`src/sv/cbm_ram.sv`:
```
// cbm_ram: generic simple dual-port RAM, one write port, registered read.
// No dependencies.
`default_nettype none
module cbm_ram #(
	parameter int WIDTH = 8,
	parameter int DEPTH = 16
) (
	input  wire logic                     clk,
	input  wire logic                     wr_en,
	input  wire logic [$clog2(DEPTH)-1:0] wr_addr,
	input  wire logic [WIDTH-1:0]         wr_data,
	input  wire logic                     rd_en,
	input  wire logic [$clog2(DEPTH)-1:0] rd_addr,
	output logic      [WIDTH-1:0]         rd_data
);
	logic [WIDTH-1:0] mem_q [DEPTH];

	always_ff @(posedge clk) begin
		if (wr_en) begin
			mem_q[wr_addr] <= wr_data;
		end
		if (rd_en) begin
			rd_data <= mem_q[rd_addr];
		end
	end
endmodule
`default_nettype wire

```
`config.mk`:
```
export PLATFORM = sky130hd
export DESIGN_NAME = cbm_ram
export DESIGN_NICKNAME = d
export VERILOG_FILES = /design/src/sv/cbm_ram.sv
export SDC_FILE = /design/constraint.sdc
export NUM_CORES = 1
export LEC_CHECK = 0
export ABC_AREA = 1
export BUFFER_PORTS_ARGS = -buffer_cell sky130_fd_sc_hd__buf_4
export CAP_MARGIN = 20
export CORE_UTILIZATION = 40
export DETAILED_ROUTE_END_ITERATION = 8
export SLEW_MARGIN = 20
export SYNTH_ARGS = -nofsm -noshare
export SYNTH_HDL_FRONTEND = slang
export SYNTH_SLANG_ARGS = --single-unit
export TNS_END_PERCENT = 5
```
`constraint.sdc`:
```
create_clock -name clk -period 1.6 [get_ports clk]
set_input_delay 0.32 -clock clk [delete_from_list [all_inputs] [get_ports clk]]
set_output_delay 0.32 -clock clk [all_outputs]
set_load 0.01 [all_outputs]
```
==> results by group <==
Outcome
  • Status: finished clean

Final layout
  • Area Overhead vs Synth: 19.15%
  • Highest-count cells in the layout ignoring fill and taps: nand2_1, edfxtp_1, inv_1
  • Diodes inserted: 0
  • Nets@finish: 615
  • # fillers: 1262
  • Commonest non-fill, non-tap cell in the layout: nand2_1
  • Share of cells above drive strength 1: 13.46%
  • Fin area: 0.006967 mm^2

Place
  • GP Congestion: 0.8191
  • PortBufs: 26
  • Cell Area, Placed: 0.006356 mm^2
  • DP HPWL: 8539 um
  • DP Worst Slack: 0.08007 ns

Timing
  • Setup WS post-layout: 0.2682 ns
  • Worst slew pin tran: 0.2597 ns
  • Max transition margin: 82.67%
  • Sum of negative setup slack: 0 ns
  • Post-layout min period: 1.332 ns
  • Final setup viols: 0
  • Max-slew violations: 0
  • Hold Fails Final Rpt: 0
  • Setup repair after global routing missed its margin: no
  • Max frequency: 0.7509 GHz
  • Final Skew: 0.007258 ns
  • Fin crit share: 83.24%

Global route
  • Initial antenna violation count: 0
  • GR Util All Layers: 20.41%
  • Top Usage Layer GRT: met2
  • Met3 GRT Util: 4.244%
  • Overflow after GRT: 0
  • M2 GR Usage: 30.16%
  • GR Util met1: 29.90%
  • Vias in the first global route: 3745
  • First-pass GRT wire length: 21960 um
  • Largest net degree at the start of global routing: 46

Worst setup path
  • WP data arrival: 1.01 ns
  • Buf/Inv on CP: 1
  • CP max stage delay: 0.43 ns
  • Startpoint types: flop
  • CP delay by family, top: flip-flops
  • Crit end category: output pin
  • Reg2reg path depth: 6
  • Worst Path Max Fanout: 1
  • Reg-to-Reg Start: mem_q[7][4]
  • Crit-path cells: buf_4
  • Data required, critical path: 1.28 ns
  • R2R Path End: rd_data[4]
  • Reg2reg setup slack: 0.41 ns
  • Setup CP Type: flop to output pin
  • Slowest-stage cell, CP: edfxtp_1

Synth
  • Post-synthesis sequential area ratio: 69.85%
  • Avg Cell Area, Syn: 10.61 um^2
  • Net Count, Synth: 570
  • Post-synthesis cell type count: 11
  • Flops & latches, synth: 136
  • Mapped cell area: 0.005847 mm^2
  • Synthesized instance count: 551
  • Synthesis Warnings: 0

Die
  • Starting density of the core: 41.48%
  • Die Height: 122.9 um
  • Die W: 122.9 um
  • Die ar.: 0.01510 mm^2
  • IO Count: 27
  • Num rows: 43
  • Core ar.: 0.01410 mm^2

Route
  • Vias per inst: 4.926
  • Routed length per instance: 17.49 um
  • Antenna viol nets, final: 0
  • DRC errors left: 0
  • 1st-iter DRT viols: 368
  • Vias: 3887
  • Iteration count of the initial detailed-routing pass: 5
  • Overall routed net length: 13800 um

Min path
  • WHS Endpoint: rd_data[7]
  • HP Start: rd_en
  • Worst hold path depth: 1
  • Hold/Removal Path Class: input pin to flop

Clock tree
  • Inserted Clock Buffers: 17
  • Clk slew on worst S/H paths: 0.06 ns
  • Root Driver: clkbuf_16
  • CTS sink cnt: 136
  • Worst skew pair latency: 0.41 ns
  • Clock buffer depth: 2
  • CTS-repair resized insts: 0
  • Total setup buffers inserted after CTS: 0
  • TritonCTS clock tree: yes
  • Hold-fix buffers, CTS: 0
  • H-tree Lvls: 4

Flow run
  • Max Cap Viol: 0

Power
  • Peak supply drop: 675.7 uV
  • Leak Pwr: 0.003002 uW
  • Cell area power density: 1235 mW/mm^2
  • Total power: 8604 uW
==> synthesized netlist by cell type <==
cell type | instances | area, um^2
buf_6 | 6 | 67.56
edfxtp_1 | 136 | 4084
nand3_1 | 97 | 485.5
inv_2 | 2 | 7.510
nand3b_1 | 2 | 15.01
buf_1 | 1 | 3.750
nand2_1 | 173 | 649.4
buf_4 | 4 | 30.03
buf_2 | 13 | 65.06
inv_1 | 100 | 375.4
nor2_1 | 17 | 63.81
==> routing by layer <==
| layer | share of wire, % | wire (um) |
|---|---|---|
| met5 | 0 | 0 |
| met4 | 0.90 | 124 |
| met3 | 6.0 | 824 |
| met2 | 45 | 6197 |
| met1 | 48 | 6657 |
==> cells by family after synthesis <==
logic type	count (synthesis)	share of synthesized area [%]
AND/OR/NAND/NOR	289	20.76
flip-flops	136	69.85
buffers and inverters	126	9.394
==> stage by stage <==
| step | utilization, % | instances | hold WS [ns] |
|---|---|---|---|
| 2_1_floorplan | - | 551 | 0.4189 |
| 3_3_place_gp | 45.09 | 757 | 0.6284 |
| 3_5_place_dp | 45.09 | 757 | 0.6252 |
| 4_1_cts | 49.42 | 789 | 0.1831 |
| 5_1_grt | 49.42 | 789 | 0.1930 |
| 6_report | 49.42 | 789 | 0.1988 |
==> power breakdown <==
part / leakage (uW) / internal, uW / total [uW] / switching, uW
sequential: 0.00124 / 4010 / 4040 / 24.6
combinational: 0.00147 / 183 / 541 / 358
clock: 0.000297 / 2590 / 4020 / 1440
total: 0.00300 / 6790 / 8600 / 1820
==> layout make-up <==
type	instances	area [um^2]	area share (%)
flip-flops and latches	136	4084	58.62
well taps	180	225.2	3.233
repair buffers	50	450.4	6.466
multi-input cells	289	1214	17.42
clock buffers	18	429.2	6.160
inverters	102	382.9	5.496
clock inverters	14	181.4	2.604
==> worst max-delay path by stage <==
| stage | start | to | slack (ns) | cells past startpoint |
|---|---|---|---|---|
| 4_1_cts | rd_data[6] | rd_data[6] | 0.26 | 1 |
| 3_3_place_gp | rd_addr[0] | rd_data[4] | 0.10 | 8 |
| 6_report | rd_data[6] | rd_data[6] | 0.27 | 1 |
| 3_5_place_dp | rd_addr[0] | rd_data[4] | 0.08 | 8 |
| 2_1_floorplan | wr_addr[2] | mem_q[10][0] | 0.33 | 2 |
| 5_1_grt | rd_data[6] | rd_data[6] | 0.25 | 1 |
==> flip-flops by register name (all words and copies together), names as in the netlist <==
name / count
mem_q: 128
rd_data: 8
Note: power is estimated with default switching activity, not from simulation.
